==> src/rtl/ssrc_pkg.sv <==
`timescale 1ns / 1ps

package ssrc_pkg;

   // Field widths of the channels and registers
   localparam int ACTION_W     = 1;
   localparam int SPEED_W      = 21;
   localparam int POS_W        = 32;
   localparam int STEP_W       = 9;
   localparam int SPEED_CAP_W  = 12;
   localparam int ACCEL_W      = 16;
   localparam int CSR_DATA_W   = 16;
   localparam int CSR_INDEX_W  = 1;

   // Fixed-point formats
   localparam int Q8_SHIFT     = 8;     // speed is Q8 steps per second
   localparam int FRAC_W       = 16;    // step remainder is Q16 steps
   localparam int STOP_SHIFT   = 17;    // speed^2 / (2 * accel) in Q8 -> whole steps

   // Limits
   localparam int SPEED_LIMIT  = 1048575;
   localparam int STEP_LIMIT   = 255;
   localparam int MS_PER_S     = 1000;

   // Reset values of the registers and default update interval
   localparam int SPEED_CAP_RESET         = 100;
   localparam int ACCEL_RATE_RESET        = 10;
   localparam int UPDATE_INTERVAL_DEFAULT = 60;

   typedef enum logic [CSR_INDEX_W-1:0] {
      CSR_SPEED_CAP  = 1'b0,
      CSR_ACCEL_RATE = 1'b1
   } csr_index_type;

   typedef enum logic [ACTION_W-1:0] {
      ACTION_SPEED    = 1'b0,
      ACTION_POSITION = 1'b1
   } action_type;

endpackage

==> src/rtl/stepper_speed_ramp_controller.sv <==
`timescale 1ns / 1ps
// ---------------------------------------------------------------------------
//  channel  | handshake                  | payload
//  req      | req_valid / req_stall      | req_action, req_target_speed, req_target_position
//  rsp      | rsp_valid / rsp_stall      | rsp_step_count, rsp_speed_now, rsp_position_now
//  csr      | csr_write_enable           | csr_index, csr_write_data
//
//  Speed command: S_CLAMP, S_UPDATE, S_QLOAD, S_DIV_Q, S_STEP; position command runs
//  S_SQUARE, S_DIV_STOP, S_STOP_CMP in place of S_CLAMP. QW, STOP_W: quotient widths of
//  step amount and stopping distance, one bit per cycle. Reset (synchronous) and each
//  accel_rate write recompute the increment on the same divider, with req_stall high.
//  A finished item waits in the output register under rsp_stall; the next is taken and
//  worked on meanwhile up to its last step.
// ---------------------------------------------------------------------------

module stepper_speed_ramp_controller #(
   parameter int UPDATE_INTERVAL_MS = ssrc_pkg::UPDATE_INTERVAL_DEFAULT
) (
   input  logic                                   clock,
   input  logic                                   reset,

   input  logic                                   req_valid,
   output logic                                   req_stall,
   input  logic [ssrc_pkg::ACTION_W-1:0]          req_action,
   input  logic signed [ssrc_pkg::SPEED_W-1:0]    req_target_speed,
   input  logic signed [ssrc_pkg::POS_W-1:0]      req_target_position,

   output logic                                   rsp_valid,
   input  logic                                   rsp_stall,
   output logic signed [ssrc_pkg::STEP_W-1:0]     rsp_step_count,
   output logic signed [ssrc_pkg::SPEED_W-1:0]    rsp_speed_now,
   output logic signed [ssrc_pkg::POS_W-1:0]      rsp_position_now,

   input  logic                                   csr_write_enable,
   input  logic [ssrc_pkg::CSR_INDEX_W-1:0]       csr_index,
   input  logic [ssrc_pkg::CSR_DATA_W-1:0]        csr_write_data
);

   import ssrc_pkg::*;

   // Derived sizes
   localparam int SCALE     = (1 << Q8_SHIFT) * UPDATE_INTERVAL_MS;
   localparam int SCALE_W   = $clog2(SCALE + 1);
   localparam int MAG_W     = SPEED_W - 1;
   localparam longint INC_MAX  = (longint'(1 << ACCEL_W) - 1) * SCALE / MS_PER_S;
   localparam int INC_W     = $clog2(INC_MAX + 1);
   localparam longint INCP_MAX = INC_MAX * UPDATE_INTERVAL_MS;
   localparam int INCP_W    = $clog2(INCP_MAX + 1);
   localparam longint Q_MAX    = longint'(SPEED_LIMIT) * SCALE / MS_PER_S;
   localparam int QW        = $clog2(Q_MAX + 1);
   localparam int STOP_W    = 2 * MAG_W - STOP_SHIFT;
   localparam int DW        = (INC_W > QW) ? ((INC_W > STOP_W) ? INC_W : STOP_W)
                                           : ((QW > STOP_W) ? QW : STOP_W);
   localparam int CNT_W     = $clog2(DW + 1);
   localparam int DIVISOR_W = (ACCEL_W > $clog2(MS_PER_S + 1)) ? ACCEL_W
                                                              : $clog2(MS_PER_S + 1);
   localparam int SUM_W     = ((INC_W > MAG_W) ? INC_W : MAG_W) + 2;
   localparam int AD_W      = POS_W + 1;
   localparam int CMP_W     = (AD_W + Q8_SHIFT > INCP_W) ? AD_W + Q8_SHIFT : INCP_W;
   localparam int STOPP_W   = POS_W + 2;
   localparam int REM_W     = FRAC_W + 1;
   localparam int REST_W    = FRAC_W + 2;
   localparam int WM_W      = QW - FRAC_W;
   localparam int TOT_W     = (WM_W + 2 > STEP_W + 1) ? WM_W + 2 : STEP_W + 1;
   localparam int INC_DVD_W = ACCEL_W + SCALE_W;
   localparam int Q_DVD_W   = MAG_W + SCALE_W;

   localparam logic signed [SUM_W-1:0]  SPD_HI    = SUM_W'(SPEED_LIMIT);
   localparam logic signed [SUM_W-1:0]  SPD_LO    = -SPD_HI;
   localparam logic signed [TOT_W-1:0]  STEP_HI   = TOT_W'(STEP_LIMIT);
   localparam logic signed [TOT_W-1:0]  STEP_LO   = -STEP_HI;
   localparam logic signed [REST_W-1:0] FRAC_ONE  = REST_W'(1 << FRAC_W);
   localparam logic signed [REM_W-1:0]  REM_MIN   = -REM_W'(1 << FRAC_W);

   typedef enum logic [3:0] {
      S_INC_LOAD,
      S_DIV_INC,
      S_INCP,
      S_IDLE,
      S_CLAMP,
      S_SQUARE,
      S_DIV_STOP,
      S_STOP_CMP,
      S_UPDATE,
      S_QLOAD,
      S_DIV_Q,
      S_STEP
   } state_type;

   state_type                  state_ff, state_in;

   // Control and model state
   logic                       rsp_valid_ff, rsp_valid_in;
   logic [SPEED_CAP_W-1:0]     speed_cap_ff, speed_cap_in;
   logic [ACCEL_W-1:0]         accel_ff, accel_in;
   logic signed [SPEED_W-1:0]  speed_ff, speed_in;
   logic signed [POS_W-1:0]    position_ff, position_in;
   logic signed [REM_W-1:0]    remainder_ff, remainder_in;

   // Payload registers
   logic signed [STEP_W-1:0]   rsp_step_count_ff, rsp_step_count_in;
   logic signed [SPEED_W-1:0]  rsp_speed_now_ff, rsp_speed_now_in;
   logic signed [POS_W-1:0]    rsp_position_now_ff, rsp_position_now_in;
   logic [INC_W-1:0]           inc_ff, inc_in;
   logic [INCP_W-1:0]          inc_p_ff, inc_p_in;
   logic [ACTION_W-1:0]        action_ff, action_in;
   logic signed [SPEED_W-1:0]  tgt_speed_ff, tgt_speed_in;
   logic signed [POS_W-1:0]    tgt_pos_ff, tgt_pos_in;
   logic [AD_W-1:0]            ad_ff, ad_in;
   logic                       slow_ff, slow_in;
   logic                       stop_eq_ff, stop_eq_in;
   logic                       stop_lt_ff, stop_lt_in;
   logic                       snap_ff, snap_in;

   // Bit-serial divider
   logic [DIVISOR_W-1:0]       rem_ff, rem_in;
   logic [DW-1:0]              dq_ff, dq_in;
   logic [DIVISOR_W-1:0]       divisor_ff, divisor_in;
   logic [CNT_W-1:0]           cnt_ff, cnt_in;

   // -----------------------------------------------------------------------
   // Divider step: shift one dividend bit into the partial remainder
   logic [DIVISOR_W:0]         div_shifted;
   logic [DIVISOR_W:0]         div_trial;
   logic                       div_fits;
   logic [DIVISOR_W-1:0]       div_rem_step;
   logic [DW-1:0]              div_dq_step;

   always_comb begin
      div_shifted  = {rem_ff, dq_ff[DW-1]};
      div_trial    = div_shifted - {1'b0, divisor_ff};
      div_fits     = div_shifted >= {1'b0, divisor_ff};
      div_rem_step = div_fits ? div_trial[DIVISOR_W-1:0] : div_shifted[DIVISOR_W-1:0];
      div_dq_step  = {dq_ff[DW-2:0], div_fits};
   end

   // -----------------------------------------------------------------------
   // Magnitude of the speed and the products that feed the divider
   logic                       speed_neg;
   logic signed [SPEED_W-1:0]  speed_abs;
   logic [MAG_W-1:0]           mag;
   logic [2*MAG_W-1:0]         sq;
   logic [INC_DVD_W-1:0]       inc_dividend;
   logic [Q_DVD_W-1:0]         q_dividend;

   always_comb begin
      speed_neg    = speed_ff[SPEED_W-1];
      speed_abs    = speed_neg ? -speed_ff : speed_ff;
      mag          = speed_abs[MAG_W-1:0];
      sq           = (2*MAG_W)'(mag) * (2*MAG_W)'(mag);
      inc_dividend = INC_DVD_W'(accel_ff) * INC_DVD_W'(SCALE);
      q_dividend   = Q_DVD_W'(mag) * Q_DVD_W'(SCALE);
   end

   // -----------------------------------------------------------------------
   // Distance to the goal and stopping position
   logic signed [POS_W:0]      diff;
   logic signed [STOPP_W-1:0]  pos_x, tgt_x, dist_x, stop_pos;
   logic [CMP_W-1:0]           ad_scaled;

   always_comb begin
      diff      = (POS_W+1)'(tgt_pos_ff) - (POS_W+1)'(position_ff);
      pos_x     = STOPP_W'(position_ff);
      tgt_x     = STOPP_W'(tgt_pos_ff);
      dist_x    = STOPP_W'(dq_ff[STOP_W-1:0]);
      stop_pos  = speed_neg ? pos_x - dist_x : pos_x + dist_x;
      ad_scaled = CMP_W'({ad_ff, {Q8_SHIFT{1'b0}}});
   end

   // -----------------------------------------------------------------------
   // Speed update for both command kinds, then saturation
   logic signed [SUM_W-1:0]    spd_x, inc_x, tspd_x, spd_up, spd_dn, spd_nxt, spd_sat;
   logic signed [SPEED_W-1:0]  speed_lim;

   always_comb begin
      spd_x     = SUM_W'(speed_ff);
      inc_x     = SUM_W'(inc_ff);
      tspd_x    = SUM_W'(tgt_speed_ff);
      spd_up    = spd_x + inc_x;
      spd_dn    = spd_x - inc_x;
      speed_lim = SPEED_W'({speed_cap_ff, {Q8_SHIFT{1'b0}}});
      if (action_ff == ACTION_SPEED) begin
         if (spd_x < tspd_x) begin
            spd_nxt = (spd_up > tspd_x) ? tspd_x : spd_up;
         end else if (spd_x > tspd_x) begin
            spd_nxt = (spd_dn < tspd_x) ? tspd_x : spd_dn;
         end else begin
            spd_nxt = spd_x;
         end
      end else begin
         if (stop_eq_ff) begin
            spd_nxt = spd_x;
         end else if (snap_ff) begin
            spd_nxt = '0;
         end else if (stop_lt_ff) begin
            spd_nxt = spd_up;
         end else begin
            spd_nxt = spd_dn;
         end
      end
      if (spd_nxt > SPD_HI) begin
         spd_sat = SPD_HI;
      end else if (spd_nxt < SPD_LO) begin
         spd_sat = SPD_LO;
      end else begin
         spd_sat = spd_nxt;
      end
   end

   // -----------------------------------------------------------------------
   // Whole steps and remainder carry from the quotient
   logic [WM_W-1:0]            whole_mag;
   logic [FRAC_W-1:0]          frac_mag;
   logic signed [WM_W:0]       whole_s;
   logic signed [FRAC_W:0]     frac_s;
   logic signed [REST_W-1:0]   rest, rest_adj;
   logic signed [1:0]          carry;
   logic signed [TOT_W-1:0]    total;
   logic signed [STEP_W-1:0]   steps;

   always_comb begin
      whole_mag = dq_ff[QW-1:FRAC_W];
      frac_mag  = dq_ff[FRAC_W-1:0];
      whole_s   = speed_neg ? -(WM_W+1)'(whole_mag) : (WM_W+1)'(whole_mag);
      frac_s    = speed_neg ? -(FRAC_W+1)'(frac_mag) : (FRAC_W+1)'(frac_mag);
      rest      = REST_W'(remainder_ff) + REST_W'(frac_s);
      if (rest >= FRAC_ONE) begin
         carry    = 2'sd1;
         rest_adj = rest - FRAC_ONE;
      end else if (rest <= -FRAC_ONE) begin
         carry    = -2'sd1;
         rest_adj = rest + FRAC_ONE;
      end else begin
         carry    = 2'sd0;
         rest_adj = rest;
      end
      total = TOT_W'(whole_s) + TOT_W'(carry);
      if (total > STEP_HI) begin
         steps = STEP_W'(STEP_HI);
      end else if (total < STEP_LO) begin
         steps = STEP_W'(STEP_LO);
      end else begin
         steps = total[STEP_W-1:0];
      end
   end

   // -----------------------------------------------------------------------
   // Sequencer: next values of all registers
   always_comb begin
      state_in            = state_ff;
      rsp_valid_in        = rsp_valid_ff;
      speed_cap_in        = speed_cap_ff;
      accel_in            = accel_ff;
      speed_in            = speed_ff;
      position_in         = position_ff;
      remainder_in        = remainder_ff;
      rsp_step_count_in   = rsp_step_count_ff;
      rsp_speed_now_in    = rsp_speed_now_ff;
      rsp_position_now_in = rsp_position_now_ff;
      inc_in              = inc_ff;
      inc_p_in            = inc_p_ff;
      action_in           = action_ff;
      tgt_speed_in        = tgt_speed_ff;
      tgt_pos_in          = tgt_pos_ff;
      ad_in               = ad_ff;
      slow_in             = slow_ff;
      stop_eq_in          = stop_eq_ff;
      stop_lt_in          = stop_lt_ff;
      snap_in             = snap_ff;
      rem_in              = rem_ff;
      dq_in               = dq_ff;
      divisor_in          = divisor_ff;
      cnt_in              = cnt_ff;

      // output register empties when taken
      if (rsp_valid_ff && !rsp_stall) begin
         rsp_valid_in = 1'b0;
      end

      case (state_ff)
         // increment = accel * 256 * interval / 1000
         S_INC_LOAD: begin
            rem_in     = DIVISOR_W'(inc_dividend >> INC_W);
            dq_in      = DW'(inc_dividend[INC_W-1:0]) << (DW - INC_W);
            divisor_in = DIVISOR_W'(MS_PER_S);
            cnt_in     = CNT_W'(INC_W);
            state_in   = S_DIV_INC;
         end
         S_DIV_INC: begin
            rem_in = div_rem_step;
            dq_in  = div_dq_step;
            cnt_in = cnt_ff - 1'b1;
            if (cnt_ff == CNT_W'(1)) begin
               inc_in   = div_dq_step[INC_W-1:0];
               state_in = S_INCP;
            end
         end
         S_INCP: begin
            inc_p_in = INCP_W'(inc_ff) * INCP_W'(UPDATE_INTERVAL_MS);
            state_in = S_IDLE;
         end
         S_IDLE: begin
            if (req_valid) begin
               action_in    = req_action;
               tgt_speed_in = req_target_speed;
               tgt_pos_in   = req_target_position;
               state_in     = (req_action == ACTION_POSITION) ? S_SQUARE : S_CLAMP;
            end
         end
         // speed command: clamp the target to +-speed cap
         S_CLAMP: begin
            if (tgt_speed_ff > speed_lim) begin
               tgt_speed_in = speed_lim;
            end else if (tgt_speed_ff < -speed_lim) begin
               tgt_speed_in = -speed_lim;
            end
            state_in = S_UPDATE;
         end
         // position command: load speed^2 / 2^17 for division by accel (by 1 if accel is zero)
         S_SQUARE: begin
            ad_in      = diff[POS_W] ? AD_W'(-diff) : AD_W'(diff);
            slow_in    = (INC_W+MAG_W)'(mag) < (INC_W+MAG_W)'(inc_ff);
            rem_in     = '0;
            dq_in      = DW'(sq[2*MAG_W-1:STOP_SHIFT]) << (DW - STOP_W);
            divisor_in = (accel_ff == '0) ? DIVISOR_W'(1) : DIVISOR_W'(accel_ff);
            cnt_in     = CNT_W'(STOP_W);
            state_in   = S_DIV_STOP;
         end
         S_DIV_STOP: begin
            rem_in = div_rem_step;
            dq_in  = div_dq_step;
            cnt_in = cnt_ff - 1'b1;
            if (cnt_ff == CNT_W'(1)) begin
               state_in = S_STOP_CMP;
            end
         end
         S_STOP_CMP: begin
            stop_eq_in = stop_pos == tgt_x;
            stop_lt_in = stop_pos < tgt_x;
            snap_in    = slow_ff && (ad_scaled < CMP_W'(inc_p_ff));
            state_in   = S_UPDATE;
         end
         S_UPDATE: begin
            speed_in = SPEED_W'(spd_sat);
            state_in = S_QLOAD;
         end
         // step amount = |speed| * interval * 256 / 1000 in Q16
         S_QLOAD: begin
            rem_in     = DIVISOR_W'(q_dividend >> QW);
            dq_in      = DW'(q_dividend[QW-1:0]) << (DW - QW);
            divisor_in = DIVISOR_W'(MS_PER_S);
            cnt_in     = CNT_W'(QW);
            state_in   = S_DIV_Q;
         end
         S_DIV_Q: begin
            rem_in = div_rem_step;
            dq_in  = div_dq_step;
            cnt_in = cnt_ff - 1'b1;
            if (cnt_ff == CNT_W'(1)) begin
               state_in = S_STEP;
            end
         end
         // commit steps and position once the output register is free
         S_STEP: begin
            if (!rsp_valid_ff || !rsp_stall) begin
               remainder_in        = rest_adj[REM_W-1:0];
               position_in         = position_ff + POS_W'(steps);
               rsp_step_count_in   = steps;
               rsp_speed_now_in    = speed_ff;
               rsp_position_now_in = position_ff + POS_W'(steps);
               rsp_valid_in        = 1'b1;
               state_in            = S_IDLE;
            end
         end
         default: begin
            state_in = S_IDLE;
         end
      endcase

      // configuration writes
      if (csr_write_enable) begin
         case (csr_index_type'(csr_index))
            CSR_SPEED_CAP: begin
               speed_cap_in = csr_write_data[SPEED_CAP_W-1:0];
            end
            CSR_ACCEL_RATE: begin
               accel_in = csr_write_data[ACCEL_W-1:0];
               state_in = S_INC_LOAD;
            end
            default: begin
            end
         endcase
      end
   end

   // -----------------------------------------------------------------------
   // Registers
   always_ff @(posedge clock) begin
      if (reset) begin
         state_ff     <= S_INC_LOAD;
         rsp_valid_ff <= 1'b0;
         speed_cap_ff <= SPEED_CAP_W'(SPEED_CAP_RESET);
         accel_ff     <= ACCEL_W'(ACCEL_RATE_RESET);
         speed_ff     <= '0;
         position_ff  <= '0;
         remainder_ff <= '0;
      end else begin
         state_ff     <= state_in;
         rsp_valid_ff <= rsp_valid_in;
         speed_cap_ff <= speed_cap_in;
         accel_ff     <= accel_in;
         speed_ff     <= speed_in;
         position_ff  <= position_in;
         remainder_ff <= remainder_in;
      end
      rsp_step_count_ff   <= rsp_step_count_in;
      rsp_speed_now_ff    <= rsp_speed_now_in;
      rsp_position_now_ff <= rsp_position_now_in;
      inc_ff              <= inc_in;
      inc_p_ff            <= inc_p_in;
      action_ff           <= action_in;
      tgt_speed_ff        <= tgt_speed_in;
      tgt_pos_ff          <= tgt_pos_in;
      ad_ff               <= ad_in;
      slow_ff             <= slow_in;
      stop_eq_ff          <= stop_eq_in;
      stop_lt_ff          <= stop_lt_in;
      snap_ff             <= snap_in;
      rem_ff              <= rem_in;
      dq_ff               <= dq_in;
      divisor_ff          <= divisor_in;
      cnt_ff              <= cnt_in;
   end

   // Ports
   assign req_stall        = (state_ff != S_IDLE);
   assign rsp_valid        = rsp_valid_ff;
   assign rsp_step_count   = rsp_step_count_ff;
   assign rsp_speed_now    = rsp_speed_now_ff;
   assign rsp_position_now = rsp_position_now_ff;

   // -----------------------------------------------------------------------
   // Checks

   // the divider never runs against a zero divisor
   assert property (@(posedge clock) disable iff (reset)
      (state_ff == S_DIV_INC || state_ff == S_DIV_STOP || state_ff == S_DIV_Q)
      |-> divisor_ff != '0)
      else $error("divider running with zero divisor");

   // a waiting item shows the position the block holds
   assert property (@(posedge clock) disable iff (reset)
      rsp_valid_ff |-> rsp_position_now_ff == position_ff)
      else $error("reported position differs from held position");

   // remainder stays strictly inside one step
   assert property (@(posedge clock) disable iff (reset)
      remainder_ff != REM_MIN)
      else $error("step remainder out of range");

   // an accepted item starts the path of its command kind
   assert property (@(posedge clock) disable iff (reset)
      (req_valid && !req_stall && !csr_write_enable)
      |=> ((state_ff == S_SQUARE) == ($past(req_action) == ACTION_POSITION)))
      else $error("item started on the wrong command path");

endmodule

==> config.mk <==
export PLATFORM = sky130hd
export DESIGN_NAME = stepper_speed_ramp_controller
export DESIGN_NICKNAME = d
export VERILOG_FILES = /design/src/rtl/ssrc_pkg.sv /design/src/rtl/stepper_speed_ramp_controller.sv
export SDC_FILE = /design/constraint.sdc
export NUM_CORES = 2
export LEC_CHECK = 0
export BUFFER_PORTS_ARGS = -buffer_cell sky130_fd_sc_hd__buf_2
export CAP_MARGIN = 20
export CORE_ASPECT_RATIO = 1.5
export CORE_UTILIZATION = 45
export CTS_CLUSTER_DIAMETER = 200
export CTS_CLUSTER_SIZE = 10
export DETAILED_ROUTE_END_ITERATION = 16
export GPL_ROUTABILITY_DRIVEN = 0
export SYNTH_ARGS = -nofsm -noshare
export SYNTH_HDL_FRONTEND = slang
export SYNTH_SLANG_ARGS = --single-unit
==> constraint.sdc <==
create_clock -name clock -period 14.14 [get_ports clock]
set_input_delay 1.414 -clock clock [delete_from_list [all_inputs] [get_ports clock]]
set_output_delay 1.414 -clock clock [all_outputs]
set_load 0.01 [all_outputs]
==> qor.yml <==
yosys:
  synth_most_common_cell: "inv_1"
  ys_ff_latch: 361
  async_reset_ff_share_pct: 0
  synth-warning-count: 0
  synthCells: 4922
  yosys-top-cells-count: "inv_1, ha_1, nand2_1"
  ys_seq_area_share_pct: 21.9
  synth-edff-count: 258
  synthFlopType: "edfxtp_1"
  netlist.area_leader.share_pct: 17.6
  synth_area_mm2: 0.0447
  synth_cell_types: 108
  avgSynthCellArea_um2: 9.08
  syn_nets: 5955
  ys_top_cells_by_area: "fa_1, edfxtp_1, ha_1"
  synth_top_area_cell: "fa_1"
critical_path:
  worstPathMaxFanout: 9
  cpMaxStageDelayCell: "a21oi_1"
  end_kind: "register"
  crit_type: "reg2reg"
  arrival_ps: 11830
  crit_top_cell: "a21oi_1"
  slowest_delay_ps: 700
  start_kind: "register"
  worst_ep_required_time_ps: 14630
global_routing:
  grt_pass1_wl_um: 217000
  grt.overflow.total: 0
  grt.total_usage_pct: 28.3
  grt_max_degree: 79
  first_global_vias: 38100
  antenna_found_initial: 6
final_layout:
  finalNetCount: 6042
  drive_above_1_share_pct: 6.95
  areaGrowthSynthToFinish_pct: 7.68
  finish.utilization_pct: 48.9
  layout.cells.non_filler: 6323
sta:
  finalCritPeriodShare_pct: 80.2
  skew_ps: 43.7
  fin_setup_tns_ps: 0
  setup_slack_ps: 2800
  grt_setup_unrepaired: "false"
  hold_viol: 0
  max_slew_margin_pct: 26.8
  tightest_slew_ps: 1090
  fmax_mhz: 88.2
  slew_viol_final: 0
  finalSetupViolations: 0
  fin_crit_ps: 11340
clock_network:
  cts_resized: 0
  clock_latency_ps: 610
  cts_tree: "built"
  numCtsBuffers: 42
  clk_path_buf_depth: 3
  postCtsSetupBuffers: 0
  cts_sinks: 361
  ctsHoldBuffers: 0
  cts.clk_slew.worst_paths_ps: 60
  h-tree-depth: 2
  cts_root_buffer: "clkbuf_16"
placement:
  place.port_buffers: 139
  place_inst: 6251
  post-place-ws_ps: 2850
  hpwlAfterDp_um: 114000
routing:
  dr.first_iter.drc_count: 2398
  vias_per_cell: 5.82
  dr.pass1.iters: 5
  via_count: 36800
  routed_wl_um: 142000
  drc: 0
  post_drt_wl_per_cell_um: 22.5
  drtAntennaViolNets: 0
floorplanning:
  initial_core_util_pct: 45.4
  io_pins: 140
  rows: 141
  core_area_mm2: 0.0984
  die_height_um: 388
  die_w_um: 259
  die_area_mm2: 0.101
pwr:
  p_leak_nw: 22.6
  total_power_mw: 2.93
  p_per_area_mw_per_mm2: 60.9
  peakVddDrop_mv: 0.103
outcome:
  outcome: "finished clean"
hold_path:
  hold_class: "reg2reg"
run:
  drv_cap: 0
worst max-delay path, delay by kind of cell (launching register included):
family / cells / cell delay (ps)
and+or+nand+nor: 11 / 4040
AOI/OAI and AO/OA: 21 / 4970
DFF: 1 / 490
xor gates and xnor gates: 3 / 360
muxes: 1 / 340
adders and majority gates: 3 / 1020
where the power goes:
group	switching, mW	internal (mW)	total [mW]
registers	0.0631	1.19	1.25
clock network	0.490	0.557	1.05
logic	0.360	0.272	0.633
total	0.913	2.02	2.93
placed cells by master, fill, tap and decap left out, types with 51 or more instances in the layout:
master | Yosys | routed
a21oi_1 | 350 | 350
ha_1 | 564 | 564
fa_1 | 393 | 393
nand3_1 | 83 | 82
buf_4 | 5 | 53
nand2_1 | 437 | 437
edfxtp_1 | 258 | 258
xor2_1 | 72 | 70
a21o_1 | 96 | 96
dfxtp_1 | 103 | 102
nand4_1 | 56 | 56
o21ai_0 | 200 | 197
xnor2_1 | 261 | 253
nor2_1 | 336 | 336
inv_1 | 624 | 623
nor3_1 | 105 | 104
nor2b_1 | 51 | 51
buf_2 | 15 | 138
cell type report:
class,instances,area (um2)
well taps,1287,1610
fillers,9352,50300
multi-input cells,3774,32000
flip-flops and latches,361,9810
repair buffers,193,1100
diodes,2,5.00
inverters,637,2390
clock buffers,65,1140
clock inverters,4,85.1
routing by layer:
layer / vias to the layer above / global-route usage, % / wire (um)
met5: - / 0 / 23
met4: 4 / 19.7 / 11300
met3: 463 / 2.83 / 6810
met2: 1170 / 51.9 / 73100
met1: 17900 / 29.9 / 50700
li1: 17200 / - / -
through the flow:
step | hold WS [ps] | cell area [um2]
2_1_floorplan | 424 | 44700
3_3_place_gp | 450 | 46900
4_1_cts | 467 | 48100
6_report | 467 | 48100
5_1_grt | 494 | 48100
3_5_place_dp | 455 | 46900
registers in the layout, indices dropped and copies added (netlist names), 21 cells and up:
register and flops:
speed_ff 21, ad_ff 33, inc_p_ff 24, tgt_pos_ff 32
position_ff 32, dq_ff 24, rsp_speed_now 21, rsp_position_now 32
tgt_speed_ff 21
path summary, 6_finish.rpt:
check,start,to,slack (ps),cells after the start
setup / recovery,dq_ff[2],position_ff[31],2800,39
hold / removal,remainder_ff[0],remainder_ff[0],470,2
setup reg to reg,dq_ff[2],position_ff[31],2800,39
hold reg to reg,remainder_ff[0],remainder_ff[0],470,2
logic make-up (layout without fill, tap and decap cells):
| family | Yosys count | after routing | share of synthesized area [%] |
|---|---|---|---|
| adders and majority gates | 961 | 961 | 33.5 |
| other | 0 | 2 | 0 |
| AOI/OAI and AO/OA | 1093 | 1093 | 15.9 |
| buffers and inverters | 787 | 899 | 6.74 |
| DFF | 361 | 361 | 21.9 |
| and+or+nand+nor | 1352 | 1352 | 14.6 |
| muxes | 35 | 35 | 0.815 |
| xor gates and xnor gates | 333 | 333 | 6.52 |
No activity file was read; power rests on OpenSTA's default activity.
